`config.mk`:
```
export PLATFORM = sky130hd
export DESIGN_NAME = lbp_scale
export DESIGN_NICKNAME = d
export VERILOG_FILES = /design/src/lbp_pkg.sv /design/src/lbp_scale.sv
export SDC_FILE = /design/constraint.sdc
export NUM_CORES = 2
export LEC_CHECK = 0
export ABC_AREA = 1
export BUFFER_PORTS_ARGS = -buffer_cell sky130_fd_sc_hd__buf_4
export CORE_UTILIZATION = 42
export DETAILED_ROUTE_END_ITERATION = 8
export GPL_TIMING_DRIVEN = 0
export PLACE_DENSITY = 0.53
export SETUP_SLACK_MARGIN = 0.2
export SYNTH_ARGS = -nofsm -noshare
export SYNTH_HDL_FRONTEND = slang
export SYNTH_SLANG_ARGS = --single-unit
```
`constraint.sdc`:
```
create_clock -name clk -period 17.05 [get_ports clk]
set_input_delay 5.115 -clock clk [delete_from_list [all_inputs] [get_ports clk]]
set_output_delay 5.115 -clock clk [all_outputs]
set_load 0.02 [all_outputs]
```
`src/lbp_pkg.sv`:
```
// ---------------------------------------------------------------------------
// lbp_pkg
// Types, constants and the quarter sine table of the beam to pixel mapper.
// ---------------------------------------------------------------------------
`default_nettype none

package lbp_pkg;

  localparam int BEAM_COUNT = 360;
  localparam int IMG_WIDTH  = 400;
  localparam int IMG_HEIGHT = 400;

  localparam int BEAM_W   = 9;
  localparam int RANGE_W  = 16;
  localparam int ANGLE_W  = 16;
  localparam int PIX_W    = 9;
  localparam int CFG_IDX_W = 2;
  localparam int CFG_W    = 16;

  localparam int MAG_W  = 15;
  localparam int DIFF_W = 11;
  localparam int FRAC_W = 9;
  localparam int P1_W   = MAG_W + RANGE_W;
  localparam int P2_W   = P1_W + CFG_W;
  localparam int Q_W    = P2_W - 31 + 1;
  localparam int SUM_W  = Q_W + 2;

  localparam logic [PIX_W-1:0] COL_CENTER = PIX_W'(IMG_WIDTH / 2);
  localparam logic [PIX_W-1:0] COL_LAST   = PIX_W'(IMG_WIDTH - 1);
  localparam logic [PIX_W-1:0] ROW_BOTTOM = PIX_W'(IMG_HEIGHT - 1);
  localparam logic [PIX_W-1:0] ROW_LAST   = PIX_W'(IMG_HEIGHT - 1);

  localparam logic [ANGLE_W-1:0] QUARTER_TURN = 16'h4000;

  typedef enum logic [CFG_IDX_W-1:0] {
    REG_ANGLE_START = 2'd0,
    REG_ANGLE_STEP  = 2'd1,
    REG_MAX_RANGE   = 2'd2,
    REG_SCALE       = 2'd3
  } cfg_reg_e;

  typedef struct packed {
    logic [BEAM_W-1:0]  beam_index;
    logic [RANGE_W-1:0] range_mm;
  } in_beat_t;

  typedef struct packed {
    logic [PIX_W-1:0] pixel_row;
    logic [PIX_W-1:0] pixel_col;
  } out_beat_t;

  typedef struct packed {
    logic [CFG_W-1:0] angle_start;
    logic [CFG_W-1:0] angle_step;
    logic [CFG_W-1:0] max_range_mm;
    logic [CFG_W-1:0] scale_q16;
  } cfg_t;

  function automatic logic [MAG_W-1:0] sine_tab(input logic [5:0] k);
    logic [MAG_W-1:0] v;
    unique case (k)
      6'd0:  v = 15'd0;
      6'd1:  v = 15'd1608;
      6'd2:  v = 15'd3212;
      6'd3:  v = 15'd4808;
      6'd4:  v = 15'd6393;
      6'd5:  v = 15'd7962;
      6'd6:  v = 15'd9512;
      6'd7:  v = 15'd11039;
      6'd8:  v = 15'd12540;
      6'd9:  v = 15'd14010;
      6'd10: v = 15'd15447;
      6'd11: v = 15'd16846;
      6'd12: v = 15'd18205;
      6'd13: v = 15'd19520;
      6'd14: v = 15'd20788;
      6'd15: v = 15'd22006;
      6'd16: v = 15'd23170;
      6'd17: v = 15'd24279;
      6'd18: v = 15'd25330;
      6'd19: v = 15'd26320;
      6'd20: v = 15'd27245;
      6'd21: v = 15'd28106;
      6'd22: v = 15'd28898;
      6'd23: v = 15'd29622;
      6'd24: v = 15'd30273;
      6'd25: v = 15'd30853;
      6'd26: v = 15'd31357;
      6'd27: v = 15'd31786;
      6'd28: v = 15'd32138;
      6'd29: v = 15'd32413;
      6'd30: v = 15'd32610;
      6'd31: v = 15'd32729;
      default: v = 15'd32767;
    endcase
    return v;
  endfunction

endpackage

`default_nettype wire

```
`src/lbp_scale.sv`:
```
// ---------------------------------------------------------------------------
// lbp_scale
// Three stages: sine times range, times pixel scale, then floor, offset and
// clamp to the image edge.
// ---------------------------------------------------------------------------
`default_nettype none

module lbp_scale (
  input  wire logic                         clk,
  input  wire logic                         adv,
  input  wire logic [lbp_pkg::MAG_W-1:0]    mag,
  input  wire logic                         neg,
  input  wire logic [lbp_pkg::RANGE_W-1:0]  range_mm,
  input  wire logic [lbp_pkg::CFG_W-1:0]    scale_q16,
  input  wire logic [lbp_pkg::PIX_W-1:0]    offset,
  input  wire logic [lbp_pkg::PIX_W-1:0]    last,
  output logic [lbp_pkg::PIX_W-1:0]         pix
);
  import lbp_pkg::*;

  localparam logic [P2_W:0] ROUND_UP = (P2_W+1)'(32'h7FFF_FFFF);

  logic [P1_W-1:0]  p1_r, p1_nxt;
  logic             neg1_r;
  logic [P2_W-1:0]  p2_r, p2_nxt;
  logic             neg2_r;
  logic [P2_W:0]    rounded;
  logic [Q_W-1:0]   q;
  logic [SUM_W-1:0] sum;
  logic [PIX_W-1:0] pix_r, pix_nxt;

  always_comb begin
    p1_nxt  = P1_W'(mag) * P1_W'(range_mm);
    p2_nxt  = P2_W'(p1_r) * P2_W'(scale_q16);
    rounded = {1'b0, p2_r} + ROUND_UP;
    q       = neg2_r ? rounded[P2_W:31] : {1'b0, p2_r[P2_W-1:31]};
    sum     = neg2_r ? SUM_W'(offset) - SUM_W'(q) : SUM_W'(offset) + SUM_W'(q);
    if (sum[SUM_W-1]) begin
      pix_nxt = '0;
    end else if (sum[SUM_W-2:0] > (SUM_W-1)'(last)) begin
      pix_nxt = last;
    end else begin
      pix_nxt = sum[PIX_W-1:0];
    end
  end

  always_ff @(posedge clk) begin
    if (adv) begin
      p1_r   <= p1_nxt;
      neg1_r <= neg;
      p2_r   <= p2_nxt;
      neg2_r <= neg1_r;
      pix_r  <= pix_nxt;
    end
  end

  assign pix = pix_r;

endmodule

`default_nettype wire

```
Word-level counts from Yosys, hierarchy flattened
Index checks and enable logic that the tools add are counted.
Word-level totals
  flip-flop bits (word level): 89
  bits of input ports: 68
  output and inout port bits: 9
  word-level logic and storage cells: 14
Cells by class
  $add $sub $neg: 3
  $mul: 2
  magnitude comparators: 1
  muxes and demuxes: 3
Operator list (count)
  adder 47 x 31 -> 48 bit (second input constant): 1
  multiplier 31 x 16 -> 47 bit: 1
  multiplier 15 x 16 -> 31 bit: 1
  2-to-1 mux 19 bit: 1
  adder 9 x 17 -> 18 bit: 1
  > comparator 18 x 9 -> 1 bit: 1
  subtractor 9 x 17 -> 18 bit: 1
  2-to-1 mux 17 bit: 1
  2-to-1 mux 9 bit: 1

Depth between registers and ports, before layout
  depth after elaboration: 6
  gate-level depth with buffers: 37
  depth with buffers taken out: 35

Worst setup path after synthesis
No wires, ideal clock.
  path type: input-to-reg
  start point: in mag[3] (netlist bit)
  end point: reg p1_r[29], data pin
  setup time: 0.262 ns
  data arrival time: 10.379 ns
  required time: 16.788 ns
  path slack: 6.409 ns
  cell stages on the path: 24
  path buffers: 2
  cell sequence: clkbuf_1 clkbuf_1 nand2_1 fa_1 inv_1 fa_1 fa_1 inv_1 fa_1 fa_1 inv_1 fa_1 ha_1 a21oi_1 o21ai_0 nand2_1 o211ai_1 a31oi_1 inv_1 a21oi_1 o21ai_0 nand2_1 a21oi_1 xor2_1
On the way
  longest elaborated chain between the ends: 1
RTL lines
  from (decl): line lbp_scale.sv:11  | input wire logic [lbp_pkg::MAG_W-1:0] mag,
  multiplier 15 x 16 -> 31 bit: line lbp_scale.sv:33  | p1_nxt = P1_W'(mag) * P1_W'(range_mm);
  named net p1_nxt[29]: line lbp_scale.sv:23  | logic [P1_W-1:0] p1_r, p1_nxt;
  to (signal assigned): line lbp_scale.sv:49  | p1_r <= p1_nxt;
  to (decl): line lbp_scale.sv:23
The timed path passes the listed nets, and every way through them passes these cells.
A chain may end at the register's enable or synchronous reset.

Worst setup path after layout
  start point: in scale_q16[9] (netlist bit)
  end point: reg p2_r[45], data pin
On the way
  longest elaborated chain between the ends: 1
RTL lines
  from (decl): line lbp_scale.sv:14  | input wire logic [lbp_pkg::CFG_W-1:0] scale_q16,
  multiplier 31 x 16 -> 47 bit: line lbp_scale.sv:34  | p2_nxt = P2_W'(p1_r) * P2_W'(scale_q16);
  named net p2_nxt[45]: line lbp_scale.sv:25  | logic [P2_W-1:0] p2_r, p2_nxt;
  to (signal assigned): line lbp_scale.sv:51  | p2_r <= p2_nxt;
  to (decl): line lbp_scale.sv:25
The timed path passes the listed nets, and every way through them passes these cells.

==> impl_metrics.ini <==
[clocking]
post-cts-setup-buffers = 0
clkTransAtPathRegs_ns = 0.06
cts_resized = 0
clock-root-buffer = clkbuf_16
cts_buffers = 9
cts_tree = yes
cts_sinks = 89
htree_levels = 3
cts_hold_buf = 0
worstSkewPairLatency_ns = 0.40
cts_buffer_depth = 2

[synth]
synthArstFlopShare = 0
syn-instance-count = 3627
synth_seq_area_share = 0.0930
syn_avg_cell_area_um2 = 7.92
synth_seq_cells = 89
synthDistinctLibCells = 41
postSynthNetCount = 4522
synth-edff-count = 89
synth_area_um2 = 28700
yosysWarnings = 0
synth_ff_type = edfxtp_1

[worst_setup_path]
worstPathArrival_ns = 11.74
worstReg2RegEnd = p2_r[45]
critical-path-max-stage-delay_ns = 0.67
reg2reg_from = p1_r[13]
worstSetupPathType = primary input to flop
crit_path_end_kind = flop
r2r_slack_ns = 9.50
reg2regPathDepth = 26
cp_top_family = adder cells
critPathMaxFanout = 10
cp.required_ns = 17.18
critical-path-slowest-cell = clkbuf_1
cpMostUsedCell = fa_1
critical_path.startpoint_type = primary input
worst-path-buf-inv = 6

[place]
gp_congestion = 0.933
preCtsSetupSlack_ns = 5.06
post-dp-hpwl_mm = 68.0
portBuffers = 61

[detailed_routing]
wirelength_mm = 79.6
drc = 0
vias = 22100
first_iter_violations = 1263
dr.pass1.iters = 5
ant_nets = 0
detail_route.wl_per_cell_um = 17.4
viasPerCell = 4.82

[timing]
setup_violations = 0
timing.final.hold_violations = 0
fin_crit_sh = 0.681
setup_ws_ns = 5.44
clock_skew_ns = 0.0256
rsz0062_at_grt = false
max_slew_margin = 0.222
setup_tns_ns = 0
holdWs_ns = 0.421
tightest_slew_ns = 1.17
min_period_ns = 11.61
max_freq_mhz = 86.1
maxSlewViolCount = 0

[global_routing]
grt_pass1_vias = 23800
antenna_found_initial = 2
track_usage = 0.241
globalRouteOverflowTotal = 0
grt_pass1_wl_mm = 129
grt_max_degree = 90

[layout]
drive_gt1_frac = 0.0310
final_core_util = 0.454
antenna_cells = 0
syn2layout_area_growth_pct = 6.53
nFillCells = 6969
nets = 4594

[min_path]
min-delay-start = neg1_r
hold_class = flop to flop
whs_path_depth = 0
hold-path-endpoint = neg2_r

[run_status]
status = completed

[die]
die_y_um = 264
start_util = 0.426
placementRows = 95
die_w_um = 264
io_pins = 77
core_region_area_um2 = 67400
dieArea_um2 = 69500

[run]
max_cap_violations = 0
stage by stage:
stage / area (um2) / std cells
finish: 30600 / 4577
CTS: 30600 / 4577
global route: 30600 / 4577
floorplan: 28700 / 3627
detailed placement: 30300 / 4561
global placement: 30300 / 4561
worst register-to-register path, stage by stage (launching register included):
cell and delay [ns]:
edfxtp_1 0.33, clkbuf_1 0.48, clkbuf_1 0.62, nand2_1 0.17, fa_1 0.56, inv_1 0.05
fa_1 0.48, fa_1 0.57, fa_1 0.47, fa_1 0.51, inv_1 0.05, fa_1 0.52
inv_1 0.06, ha_1 0.34, a21oi_1 0.21, inv_1 0.05, a21oi_1 0.17, nor2_1 0.06
nor3_1 0.22, nand2_1 0.09, a21oi_1 0.30, o21ai_0 0.29, nand2_1 0.13, o211ai_1 0.19
nand2_1 0.12, nand3_1 0.08, xor2_1 0.15
area by class of cell:
cell class                      instances  area (um2)  area share
Clock inverter                          7         100     0.00327
Timing Repair Buffer                   61         458      0.0150
Buffer                                164         633      0.0207
Multi-Input combinational cell       2344       21600       0.704
Tap cell                              873        1090      0.0357
Sequential cell                        89        2670      0.0873
Inverter                             1030        3870       0.126
Clock buffer                            9         225     0.00736
layer usage:
metal | part of all wire | up-vias | routed length (um) | global-route usage
li1 | - | 10600 | - | -
met1 | 0.43 | 10800 | 33800 | 0.299
met2 | 0.49 | 549 | 39200 | 0.427
met3 | 0.047 | 114 | 3730 | 0.0318
met4 | 0.036 | 0 | 2830 | 0.0871
met5 | 0 | - | 0 | 0
synthesized netlist by cell type (4+ instances only):
master / instances / area share
ha_1: 241 / 0.10
nand3_1: 59 / 0.010
o21ai_0: 63 / 0.011
nand2_2: 9 / 0.0020
o31ai_1: 5 / 0.0013
nor3_1: 19 / 0.0033
o21a_1: 8 / 0.0021
o21bai_1: 4 / 0.0010
inv_1: 1024 / 0.13
nor2_2: 7 / 0.0015
clkbuf_1: 159 / 0.021
a31oi_1: 20 / 0.0044
fa_1: 586 / 0.41
a21o_1: 7 / 0.0018
a21oi_1: 103 / 0.018
edfxtp_1: 89 / 0.093
inv_2: 5 / 0.00065
xnor2_1: 33 / 0.010
xor2_1: 51 / 0.016
nand2_1: 955 / 0.12
nor2_1: 125 / 0.016
o211ai_1: 8 / 0.0021
nand4_1: 15 / 0.0033
flip-flops by register name (all words and copies together), names as in the netlist:
signal,flops
neg1_r,1
neg2_r,1
p1_r,31
p2_r,47
pix,9
layout by cell type, fill, tap and decap left out, types with 3 or more instances in the layout:
cell	netlist	routed
o31ai_1	5	5
nand4_1	15	15
o21bai_1	4	4
o211ai_1	8	8
a21oi_1	103	103
inv_1	1024	1024
nor3_2	3	3
a21boi_0	3	3
clkbuf_1	159	159
clkbuf_16	0	9
fa_1	586	586
nand3_1	59	59
nor2_2	7	7
ha_1	241	241
nor2_4	3	3
nand2_1	955	955
o21ai_0	63	63
nand2_2	9	9
edfxtp_1	89	89
a31oi_1	20	20
xor2_1	51	51
nor4_1	3	3
nor2_1	125	125
o21a_1	8	8
inv_2	5	5
a21o_1	7	7
nor3_1	19	19
xnor2_1	33	33
buf_4	0	61
logic make-up (layout without fill, tap and decap cells):
logic type | Yosys count | count (layout) | synth area share
xor+xnor | 84 | 84 | 0.0256
fa+ha+maj | 827 | 827 | 0.513
compound gates | 228 | 228 | 0.0443
buf+inv | 1194 | 1271 | 0.157
simple gates | 1205 | 1205 | 0.167
flops | 89 | 89 | 0.0930
worst max-delay path by stage:
stage	to	slack [ns]	cells past startpoint	startpoint
4_1_cts	p1_r[29]	5.49	24	mag[2]
2_1_floorplan	p1_r[29]	6.41	24	mag[3]
3_5_place_dp	p1_r[29]	5.06	24	mag[2]
6_report	p2_r[45]	5.44	26	scale_q16[9]
5_1_grt	p2_r[45]	5.14	26	scale_q16[9]
3_3_place_gp	p1_r[29]	5.07	24	mag[2]
Power is not shown: default switching activity piles up to over one toggle a cycle in this logic, so the estimate is an artifact.
