File: src/lbp_pkg.sv
// ---------------------------------------------------------------------------
// lbp_pkg
// Types, constants and the quarter sine table of the beam to pixel mapper.
// ---------------------------------------------------------------------------
`default_nettype none

package lbp_pkg;

  localparam int BEAM_COUNT = 360;
  localparam int IMG_WIDTH  = 400;
  localparam int IMG_HEIGHT = 400;

  localparam int BEAM_W   = 9;
  localparam int RANGE_W  = 16;
  localparam int ANGLE_W  = 16;
  localparam int PIX_W    = 9;
  localparam int CFG_IDX_W = 2;
  localparam int CFG_W    = 16;

  localparam int MAG_W  = 15;
  localparam int DIFF_W = 11;
  localparam int FRAC_W = 9;
  localparam int P1_W   = MAG_W + RANGE_W;
  localparam int P2_W   = P1_W + CFG_W;
  localparam int Q_W    = P2_W - 31 + 1;
  localparam int SUM_W  = Q_W + 2;

  localparam logic [PIX_W-1:0] COL_CENTER = PIX_W'(IMG_WIDTH / 2);
  localparam logic [PIX_W-1:0] COL_LAST   = PIX_W'(IMG_WIDTH - 1);
  localparam logic [PIX_W-1:0] ROW_BOTTOM = PIX_W'(IMG_HEIGHT - 1);
  localparam logic [PIX_W-1:0] ROW_LAST   = PIX_W'(IMG_HEIGHT - 1);

  localparam logic [ANGLE_W-1:0] QUARTER_TURN = 16'h4000;

  typedef enum logic [CFG_IDX_W-1:0] {
    REG_ANGLE_START = 2'd0,
    REG_ANGLE_STEP  = 2'd1,
    REG_MAX_RANGE   = 2'd2,
    REG_SCALE       = 2'd3
  } cfg_reg_e;

  typedef struct packed {
    logic [BEAM_W-1:0]  beam_index;
    logic [RANGE_W-1:0] range_mm;
  } in_beat_t;

  typedef struct packed {
    logic [PIX_W-1:0] pixel_row;
    logic [PIX_W-1:0] pixel_col;
  } out_beat_t;

  typedef struct packed {
    logic [CFG_W-1:0] angle_start;
    logic [CFG_W-1:0] angle_step;
    logic [CFG_W-1:0] max_range_mm;
    logic [CFG_W-1:0] scale_q16;
  } cfg_t;

  function automatic logic [MAG_W-1:0] sine_tab(input logic [5:0] k);
    logic [MAG_W-1:0] v;
    unique case (k)
      6'd0:  v = 15'd0;
      6'd1:  v = 15'd1608;
      6'd2:  v = 15'd3212;
      6'd3:  v = 15'd4808;
      6'd4:  v = 15'd6393;
      6'd5:  v = 15'd7962;
      6'd6:  v = 15'd9512;
      6'd7:  v = 15'd11039;
      6'd8:  v = 15'd12540;
      6'd9:  v = 15'd14010;
      6'd10: v = 15'd15447;
      6'd11: v = 15'd16846;
      6'd12: v = 15'd18205;
      6'd13: v = 15'd19520;
      6'd14: v = 15'd20788;
      6'd15: v = 15'd22006;
      6'd16: v = 15'd23170;
      6'd17: v = 15'd24279;
      6'd18: v = 15'd25330;
      6'd19: v = 15'd26320;
      6'd20: v = 15'd27245;
      6'd21: v = 15'd28106;
      6'd22: v = 15'd28898;
      6'd23: v = 15'd29622;
      6'd24: v = 15'd30273;
      6'd25: v = 15'd30853;
      6'd26: v = 15'd31357;
      6'd27: v = 15'd31786;
      6'd28: v = 15'd32138;
      6'd29: v = 15'd32413;
      6'd30: v = 15'd32610;
      6'd31: v = 15'd32729;
      default: v = 15'd32767;
    endcase
    return v;
  endfunction

endpackage

`default_nettype wire

File: src/lbp_sine.sv
// ---------------------------------------------------------------------------
// lbp_sine
// Two-stage Q1.15 sine: quadrant fold and table fetch, then interpolation.
// ---------------------------------------------------------------------------
`default_nettype none

module lbp_sine (
  input  wire logic                         clk,
  input  wire logic                         adv,
  input  wire logic [lbp_pkg::ANGLE_W-1:0]  ang,
  output logic [lbp_pkg::MAG_W-1:0]         mag,
  output logic                              neg
);
  import lbp_pkg::*;

  logic [1:0]          quad;
  logic [MAG_W-1:0]    p;
  logic [5:0]          k;
  logic [MAG_W-1:0]    base_r, base_nxt;
  logic [MAG_W-1:0]    next_val;
  logic [DIFF_W-1:0]   diff_r, diff_nxt;
  logic [FRAC_W-1:0]   frac_r;
  logic                neg1_r;
  logic [DIFF_W+FRAC_W-1:0] interp;
  logic [MAG_W-1:0]    mag_r, mag_nxt;
  logic                neg2_r;

  always_comb begin
    quad     = ang[ANGLE_W-1 -: 2];
    p        = quad[0] ? MAG_W'(QUARTER_TURN[MAG_W-1:0] - {1'b0, ang[13:0]})
                       : {1'b0, ang[13:0]};
    k        = p[MAG_W-1:FRAC_W];
    base_nxt = sine_tab(k);
    next_val = sine_tab(6'(k + 6'd1));
    diff_nxt = DIFF_W'(next_val - base_nxt);
    interp   = (DIFF_W+FRAC_W)'(diff_r) * (DIFF_W+FRAC_W)'(frac_r);
    mag_nxt  = base_r + MAG_W'(interp[DIFF_W+FRAC_W-1:FRAC_W]);
  end

  always_ff @(posedge clk) begin
    if (adv) begin
      base_r <= base_nxt;
      diff_r <= diff_nxt;
      frac_r <= p[FRAC_W-1:0];
      neg1_r <= quad[1];
      mag_r  <= mag_nxt;
      neg2_r <= neg1_r;
    end
  end

  assign mag = mag_r;
  assign neg = neg2_r;

endmodule

`default_nettype wire

File: config.mk
export PLATFORM = sky130hd
export DESIGN_NAME = lbp_sine
export DESIGN_NICKNAME = d
export VERILOG_FILES = /design/src/lbp_pkg.sv /design/src/lbp_sine.sv
export SDC_FILE = /design/constraint.sdc
export NUM_CORES = 1
export LEC_CHECK = 0
export ABC_AREA = 1
export BUFFER_PORTS_ARGS = -buffer_cell sky130_fd_sc_hd__buf_2
export CAP_MARGIN = 10
export CORE_MARGIN = 10
export CORE_UTILIZATION = 54
export CTS_CLUSTER_SIZE = 25
export DETAILED_ROUTE_END_ITERATION = 12
export HOLD_SLACK_MARGIN = 0.08
export PLACE_DENSITY = 0.73
export SETUP_SLACK_MARGIN = 0.5
export SYNTH_ARGS = -nofsm -noshare
export SYNTH_HDL_FRONTEND = slang
export SYNTH_SLANG_ARGS = --single-unit
File: constraint.sdc
create_clock -name clk -period 7.5 [get_ports clk]
set_input_delay 0.375 -clock clk [delete_from_list [all_inputs] [get_ports clk]]
set_output_delay 0.375 -clock clk [all_outputs]
set_load 0.03 [all_outputs]
Word-level counts from Yosys, hierarchy flattened --
Memory sizes are Yosys's and may differ from the RTL's. Cells that the tools add are included.
Storage, ports and cells: register bits after elaboration 52, bits in read-only memories 960, bits of input ports 18, output and inout bits 16, memories kept 2
Operators by class: $add $sub $neg 4, multiply operators 1, mux-type cells 3
Memory list:
- (name not given) | depth 32, bits a word 15, read ports 1, clocked after memory_dff 0, wr ports 0, RTL line lbp_pkg.sv:61 | unique case (k)
- (name not given) | depth 32, bits a word 15, read ports 1, clocked after memory_dff 0, wr ports 0, RTL line lbp_pkg.sv:61
Operators with widths (number):
- 15-bit 2-to-1 mux | 2
- 11-bit by 9-bit multiplier with 20-bit output | 1
- 15-bit by 11-bit adder with 15-bit output | 1
- 15-bit by 14-bit subtractor with 15-bit output, first input constant | 1
- 11-bit 2-to-1 mux | 1
- 11-bit subtractor | 1
- 6-bit by 1-bit adder with 6-bit output, second input constant | 1

Longest topological paths before layout --
Gate-level depths: netlist of run 1. An unclocked memory read counts as a cell.
depth in word-level cells 6, depth in mapped cells 30

Least setup slack after synthesis of run 1 --
OpenSTA, ideal clock, no wires.
path type flip-flop to flip-flop, from reg frac_r[8], to reg mag_r[14], in the netlist mag[14] (data pin), library setup time 0.258 ns, arrival time 5.368 ns, data required time 7.242 ns, setup slack 1.875 ns, stages on the path, launching flop included 26, path buffers 1, cells stage by stage edfxtp_1 > clkbuf_1 > nand2_1 > fa_1 > fa_1 > inv_1 > fa_1 > inv_1 > fa_1 > inv_1 > ha_1 > a21oi_1 > o21ai_0 > a21oi_1 > o21ai_0 > xor2_1 > ha_1 > inv_1 > nor3_1 > nand2_1 > o211ai_1 > nand3_1 > and2_1 > o21ai_0 > nand3_1 > xnor2_1
Between the ends: word-level cells in the longest chain between the ends 2
RTL lines:
- start: declaration | RTL line lbp_sine.sv:22 | logic [FRAC_W-1:0] frac_r;
- start signal: assignment | RTL line lbp_sine.sv:44 | frac_r <= p[FRAC_W-1:0];
- 11-bit by 9-bit multiplier with 20-bit output | RTL line lbp_sine.sv:36 | interp = (DIFF_W+FRAC_W)'(diff_r) * (DIFF_W+FRAC_W)'(frac_r);
- 15-bit by 11-bit adder with 15-bit output | RTL line lbp_sine.sv:37 | mag_nxt = base_r + MAG_W'(interp[DIFF_W+FRAC_W-1:FRAC_W]);
- net mag_nxt[14] | RTL line lbp_sine.sv:25 | logic [MAG_W-1:0] mag_r, mag_nxt;
- end signal: assignment | RTL line lbp_sine.sv:46 | mag_r <= mag_nxt;
- end: declaration | RTL line lbp_sine.sv:25
The timed path passes the listed nets, and every way through them passes these cells. A chain may end at the register's enable or synchronous reset.

Worst setup path after layout of run 1 --
from reg frac_r[7], to reg mag_r[14], in the netlist mag[14] (data pin)
The elaborated chain is that of the path after synthesis.

==> results of run 1 <==
critical path, stage by stage, from the launching register on:
cell      delay [ps]
edfxtp_1         610
nand2_1          130
fa_1             520
fa_1             540
inv_1             60
fa_1             520
inv_1             50
fa_1             530
inv_1             40
ha_1             320
a21oi_1          220
o21ai_0          160
a21oi_1          220
o21ai_0          150
xor2_1           180
ha_1             380
inv_1             80
nor3_1           210
nand2_1           80
o211ai_1         140
nand3_1          100
and2_1           170
o21ai_0          240
nand3_1          130
xnor2_1          140
layout by cell type (no fill, tap or decap), types with 2 or more instances in the layout:
cell type,count
o221ai_1,2
nor2_1,59
nand3_1,48
a21o_1,2
nor2_2,6
nand2_4,4
or2_2,2
o21ai_2,3
nand3b_1,3
a31oi_1,6
xor2_1,24
inv_1,193
clkbuf_16,5
nand4_1,3
o2111ai_1,2
edfxtp_1,52
nor3_2,2
o211ai_1,12
o21ai_1,10
nand2_2,7
o21bai_1,3
inv_2,9
ha_1,72
o31ai_1,3
xnor2_1,16
a21oi_1,55
fa_1,65
o21ai_0,44
nand3_2,3
buf_2,33
nand2_1,232
nor3_1,7
registers in the layout (all words and copies together) (netlist names):
name / cells
base_r: 15
diff_r: 11
frac_r: 9
mag: 15
neg: 1
neg1_r: 1
final cells by class:
type,instances,area share (%)
tap,180,2.835
inverter,203,9.624
clock inverter,3,0.5355
multi-input combinational,705,63.60
timing repair buffer,34,2.174
sequential,52,19.66
clock buffer,5,1.575
per-layer routing:
metal | vias up | track usage, %
li1 | 3156 | -
met4 | 0 | 5.882
met1 | 2943 | 25.06
met3 | 27 | 1.952
met5 | - | 0
met2 | 195 | 30.22
metrics by stage:
stage,area [um2],std cells,hold WS (ps)
after floorplan,7579,996,400.3
final,7944,1182,247.1
after global routing,7944,1182,241.5
after global placement,7776,1174,401.9
after CTS,7944,1182,239.3
after detailed placement,7776,1174,418.2
logic make-up (layout without fill, tap and decap cells):
logic type / count (synthesis) / count (layout)
compound gates: 146 / 146
xor+xnor: 40 / 40
fa+ha+maj: 137 / 137
buf+inv: 239 / 245
flops: 52 / 52
simple gates: 382 / 382
how the worst max path moves through the flow:
stage	start	slack, ps	cells past startpoint	to
global placement	frac_r[8]	1490	24	mag[14]
CTS	frac_r[7]	1360	24	mag[14]
detailed placement	frac_r[7]	1430	24	mag[14]
floorplan	frac_r[8]	1870	25	mag[14]
finish	frac_r[7]	1320	24	mag[14]
global route	frac_r[7]	860	24	mag[14]
==> metrics.yaml, run 1 <==
synthesis:
  synthMuxAreaShare_pct: 0
  yosysWarnings: 0
  synth_cells: 996
  synthFlopType: "edfxtp_1"
  synth_top_area_share_pct: 20.60
  yosys.area.top_type: "edfxtp_1"
  synthTopCellsByArea: "edfxtp_1, fa_1, ha_1"
  syn-cell-area_mm2: 0.007579
  synth-compound-area-share_pct: 11.06
  synth_cell_type_count: 46
  synth-edff-count: 52
  synth_top_family_by_area: "adder cells"
  synth-simple-area-share_pct: 21.93
  synth_adder_area_share_pct: 29.06
  synthArstFlopShare_pct: 0
  seq_area_frac_synth_pct: 20.60
  synth-xor-area-share_pct: 4.623
  synth_commonest_cells: "nand2_1, inv_1, ha_1"
  synth_seq_cells: 52
  syn_avg_cell_area_um2: 7.609
  synthesis.nets: 1151
  yosysMostFrequentCell: "nand2_1"
floorplan:
  die_area_mm2: 0.01917
  rows: 43
  die_width_um: 138.5
  core_mm2: 0.01383
  die_h_um: 138.5
  start_util_pct: 54.81
  ios: 34
global_routing:
  antenna_found_initial: 0
  grt_pass1_vias: 6063
  gr-total-overflow: 0
  grt_max_degree: 53
  grt_pass1_wl_mm: 30.12
  grtUsageTotal_pct: 18.50
timing:
  slew_headroom_pct: 47.72
  tightest_slew_ps: 777.1
  finalCritPeriodShare_pct: 82.46
  final_hold_viol_count: 0
  max_freq_mhz: 161.7
  finalWorstSetupSlack_ps: 1315
  drv_slew: 0
  fin_skew_ps: 10.24
  setup_viol: 0
  fin_crit_ps: 6185
  rsz0062_at_grt: "no"
  fin_tns_setup_ps: 0
detailed_routing:
  drc: 0
  met1Wirelength_mm: 8.181
  wl_mm: 17.85
  dr.pass1.iters: 5
  ant_nets: 0
  top_layer: "met4"
  first_iter_violations: 685
  dr_wl_met2_mm: 8.402
  routed_via_density: 5.348
  vias: 6321
  routed-wl-met3_um: 902
  wire_per_inst_um: 15.10
placed_design:
  port_buffers: 33
  place_ws_ps: 1428
  dpl.hpwl_mm: 14.47
  place_congestion: 0.9705
cells_and_area:
  drive_gt1_share_pct: 8.184
  multi_input_comb_area_mm2: 0.005052
  seq_area_mm2: 0.001562
  diodes: 0
  fin_nets: 1156
  area_growth_pct: 4.821
  nFillCells: 1299
  final_util_pct: 57.45
worst_setup_path:
  rrSetupSlack_ps: 1320
  endpoint_kind: "register"
  path_class: "reg -> reg"
  timing.rr.end: "mag[14]"
  required_ps: 7550
  critPathMaxFanout: 11
  rr_startpoint: "frac_r[7]"
  r2r_cells: 24
  crit_arrival_ps: 6240
  startpoint_type: "register"
cts:
  ctsResizeCount: 0
  hold_buffers: 0
  cts_tree: "done"
  numCtsBuffers: 5
  post_cts_buffers: 0
  clk_latency_ps: 300
  cts_sinks: 52
  cts-htree-levels: 2
  root_buffer: "clkbuf_16"
  clk_path_buf_depth: 2
  cts.clk_slew.worst_paths_ps: 70
worst_hold_path:
  hold_end: "neg1_r"
  hold_depth: 1
  hp-class: "in -> reg"
  holdCritStartpoint: "ang[15]"
run_status:
  status: "finished clean"
job:
  cap_viol_max_count: 0
Power of run 1 is left out: the tool's default activity adds up to more than one toggle a clock period on the data nets, which glitch-free logic cannot reach.
==> run 2: changes to the inputs <==
- clock period: 7.5 -> 5.7 ns (I/O delays scaled with it)
==> metrics.yaml, run 2 (synthesis gave the netlist of run 1 again) <==
run_status:
  status: "finished clean"
detailed_routing:
  vias: 6791
  dr.pass1.iters: 6
  routed_via_density: 5.381
  wire_per_inst_um: 15.46
  first_iter_violations: 693
  ant_nets: 0
  wl_mm: 19.51
  dr_wl_met2_mm: 9.053
  top_layer: "met4"
  drc: 0
  met1Wirelength_mm: 8.576
  routed-wl-met3_mm: 1.339
timing:
  slew_headroom_pct: 55.47
  fin_tns_setup_ps: 0
  max_freq_mhz: 179.1
  finalWorstSetupSlack_ps: 115.3
  fin_skew_ps: 10.31
  rsz0062_at_grt: "yes"
  fin_crit_ps: 5585
  finalCritPeriodShare_pct: 97.98
  tightest_slew_ps: 667.9
  final_hold_viol_count: 0
  setup_viol: 0
  drv_slew: 0
cts:
  cts_sinks: 52
  cts_tree: "done"
  clk_path_buf_depth: 2
  root_buffer: "clkbuf_16"
  clk_latency_ps: 300
  cts.clk_slew.worst_paths_ps: 80
  cts-htree-levels: 2
  numCtsBuffers: 5
global_routing:
  gr-total-overflow: 0
  grt_pass1_wl_mm: 31.95
  grtUsageTotal_pct: 19.58
  antenna_found_initial: 0
  grt_pass1_vias: 6550
  grt_max_degree: 53
floorplan:
  start_util_pct: 54.81
  ios: 34
  core_mm2: 0.01383
  die_area_mm2: 0.01917
  die_h_um: 138.5
  rows: 43
  die_width_um: 138.5
worst_setup_path:
  endpoint_kind: "register"
  startpoint_type: "register"
  required_ps: 5760
  path_class: "reg -> reg"
  cp.buffers_inverters: 5
  cp_slowest_cell: "fa_1"
  critPathMaxFanout: 4
  crit_arrival_ps: 5640
  crit_path_max_incr_delay_ps: 570
  path_delay_family: "adder cells"
cells_and_area:
  seq_area_mm2: 0.001562
  final_util_pct: 65.61
  mostFrequentLayoutCell: "nand2_1"
  drive_gt1_share_pct: 23.75
  multi_input_comb_area_mm2: 0.005540
  fin_nets: 1236
  area_growth_pct: 19.71
  layout.cells.non_filler: 1262
  mostFrequentLayoutCells: "nand2_1, inv_1, buf_4"
  diodes: 0
  nFillCells: 1151
worst_hold_path:
  hp-class: "in -> reg"
placed_design:
  dpl.cell_count: 1185
  place_congestion: 0.9327
  port_buffers: 33
  dpl.hpwl_mm: 14.51
  place_ws_ps: -162.7
job:
  cap_viol_max_count: 0
[run 2: cell type report]
cell class              count  area share (%)
repair buffers            114           9.102
clock inverters             3          0.2896
clock buffers               5           1.379
well taps                 180           2.482
multi-input cells         705           61.07
inverters                 203           8.468
flip-flops and latches     52           17.21
[run 2: worst reg2reg max path, delay by kind of cell (launching register included)]
family	cells	cell delay, ps
XOR/XNOR	2	260
buffers and inverters	5	460
AND/OR/NAND/NOR	10	1160
flip-flops	1	490
adder cells (fa/ha/maj)	6	2660
AO/OA/AOI/OAI	3	300
[run 2: per-layer routing]
| layer | vias to the layer above | GRT usage [%] |
|---|---|---|
| met3 | 38 | 2.740 |
| li1 | 3323 | - |
| met4 | 0 | 6.382 |
| met5 | - | 0 |
| met2 | 293 | 30.70 |
| met1 | 3137 | 27.14 |
[run 2: final timing paths]
check	depth (start not counted)	endpoint	slack [ps]	start
worst max-delay path	26	mag[14]	120	frac_r[5]
worst min-delay path	1	neg1_r	160	ang[15]
worst max register to register	26	mag[14]	120	frac_r[5]
worst min register to register	0	neg	430	neg1_r
[run 2: repair_timing]
item | 4_1_cts | 5_1_grt
pin swaps | 47 | 39
hold buffers | 0 | 0
resized for setup | 42 | 63
buffers inserted | 56 | 13
endpoints found under the setup margin | 11 | 12
[run 2: metrics by stage]
step	cell area, um2	hold slack (ps)
final	9072	160.3
after global routing	9072	155.1
after CTS	8727	157.4
after detailed placement	8014	410.6
after global placement	8014	401.2
after floorplan	7820	383.9
Power of run 2 is left out for the same reason.
==> run 3: changes to the inputs <==
- CELL_PAD_IN_SITES_DETAIL_PLACEMENT: not set -> 1
- CELL_PAD_IN_SITES_GLOBAL_PLACEMENT: not set -> 2
- CORE_UTILIZATION: 54 -> 38
- PLACE_DENSITY: 0.73 -> 0.84
==> metrics.yaml, run 3 (synthesis gave the netlist of run 1 again) <==
run_status:
  status: "finished clean"
worst_setup_path:
  path_class: "reg -> reg"
  startpoint_type: "register"
  endpoint_kind: "register"
  critPathMaxFanout: 4
  required_ps: 5760
  rrSetupSlack_ps: 60
  cp_slowest_cell: "fa_1"
  crit_arrival_ps: 5700
  crit_path_max_incr_delay_ps: 580
detailed_routing:
  wire_per_inst_um: 17.35
  first_iter_violations: 259
  routed_via_density: 4.976
  drc: 0
  ant_nets: 0
  dr.pass1.iters: 5
  wl_mm: 23.88
  vias: 6847
global_routing:
  antenna_found_initial: 0
  grtUsageTotal_pct: 18.22
  grt_pass1_wl_mm: 38.63
  grt_max_degree: 53
  grt_pass1_vias: 7368
  gr-total-overflow: 0
cts:
  numCtsBuffers: 5
  root_buffer: "clkbuf_16"
  cts_tree: "done"
  cts-htree-levels: 2
  cts.clk_slew.worst_paths_ps: 70
  cts_sinks: 52
  hold_buffers: 0
  clk_latency_ps: 300
  clk_path_buf_depth: 2
timing:
  finalCritPeriodShare_pct: 98.87
  drv_slew: 0
  setup_viol: 0
  final_hold_viol_count: 0
  fin_crit_ps: 5636
  fin_skew_ps: 8.554
  slew_headroom_pct: 52.55
  tightest_slew_ps: 711.7
  max_freq_mhz: 177.4
  finalWorstSetupSlack_ps: 64.13
  rsz0062_at_grt: "yes"
floorplan:
  start_util_pct: 38.81
  core_mm2: 0.01953
  ios: 34
  rows: 51
  die_area_mm2: 0.02599
  die_width_um: 161.2
  die_h_um: 161.2
placed_design:
  dpl.cell_count: 1277
  dpl.hpwl_mm: 17.88
  place_ws_ps: -77.37
  place_congestion: 0.8601
  port_buffers: 33
  post_dp_cell_area_mm2: 0.008173
cells_and_area:
  drive_gt1_share_pct: 26.01
  mostFrequentLayoutCell: "nand2_1"
  layout.cells.non_filler: 1376
  final_util_pct: 48.60
  finalInstanceArea_mm2: 0.009490
  mostFrequentLayoutCells: "nand2_1, inv_1, buf_4"
  nFillCells: 2407
  area_growth_pct: 25.23
  diodes: 0
  fin_nets: 1265
worst_hold_path:
  hp-class: "in -> reg"
job:
  cap_viol_max_count: 0
==> run 3: changes by cell type in the layout (fill, tap and decap cells not counted), sizes merged <==
cell      change
inv           +1
clkbuf        +1
buf          +29
clkinvlp      -3
clkinv        +1
==> run 3: layout make-up <==
cell class,instances,area [um2],area share [%]
timing repair buffer,143,1075,11.32
clock buffer,6,128.9,1.358
inverter,203,764.5,8.055
sequential,52,1562,16.45
clock inverter,2,13.76,0.1450
tap,265,331.6,3.494
multi-input combinational,705,5615,59.17
==> run 3: layer usage <==
layer | part of all wire, % | vias to the layer above | GRT usage, % | wire length, um
met5 | 0 | - | 0 | 0
met4 | 1.6 | 0 | 4.301 | 379
li1 | - | 3360 | - | -
met1 | 47 | 3370 | 24.19 | 11240
met2 | 48 | 91 | 30.83 | 11530
met3 | 3.1 | 26 | 2.288 | 731
==> run 3: final timing paths <==
check | cells after the start | start | endpoint
min reg2reg | 0 | neg1_r | neg
max | 28 | frac_r[0] | mag[8]
min | 1 | ang[15] | neg1_r
max reg2reg | 28 | frac_r[0] | mag[8]
==> run 3: worst max-delay path: cells and delay by family (launching register included) <==
kind	cells	cell delay, ps
adders and majority gates	7	2940
DFF	1	420
AOI/OAI and AO/OA	2	220
and+or+nand+nor	7	520
xor gates and xnor gates	2	320
buffers and inverters	10	990
==> run 3: repair_timing <==
action,4_1_cts,5_1_grt
pin swaps,76,38
resized for setup,69,45
endpoints found under the setup margin,10,14
buffers inserted,68,23
==> run 3: per-stage QoR <==
step	hold slack [ps]	TNS, ps
global placement	401.8	0
CTS	147.8	0
finish	158.9	0
global route	149.6	-1222
floorplan	383.9	0
detailed placement	423.2	-134.1
Power of run 3 is left out for the same reason.
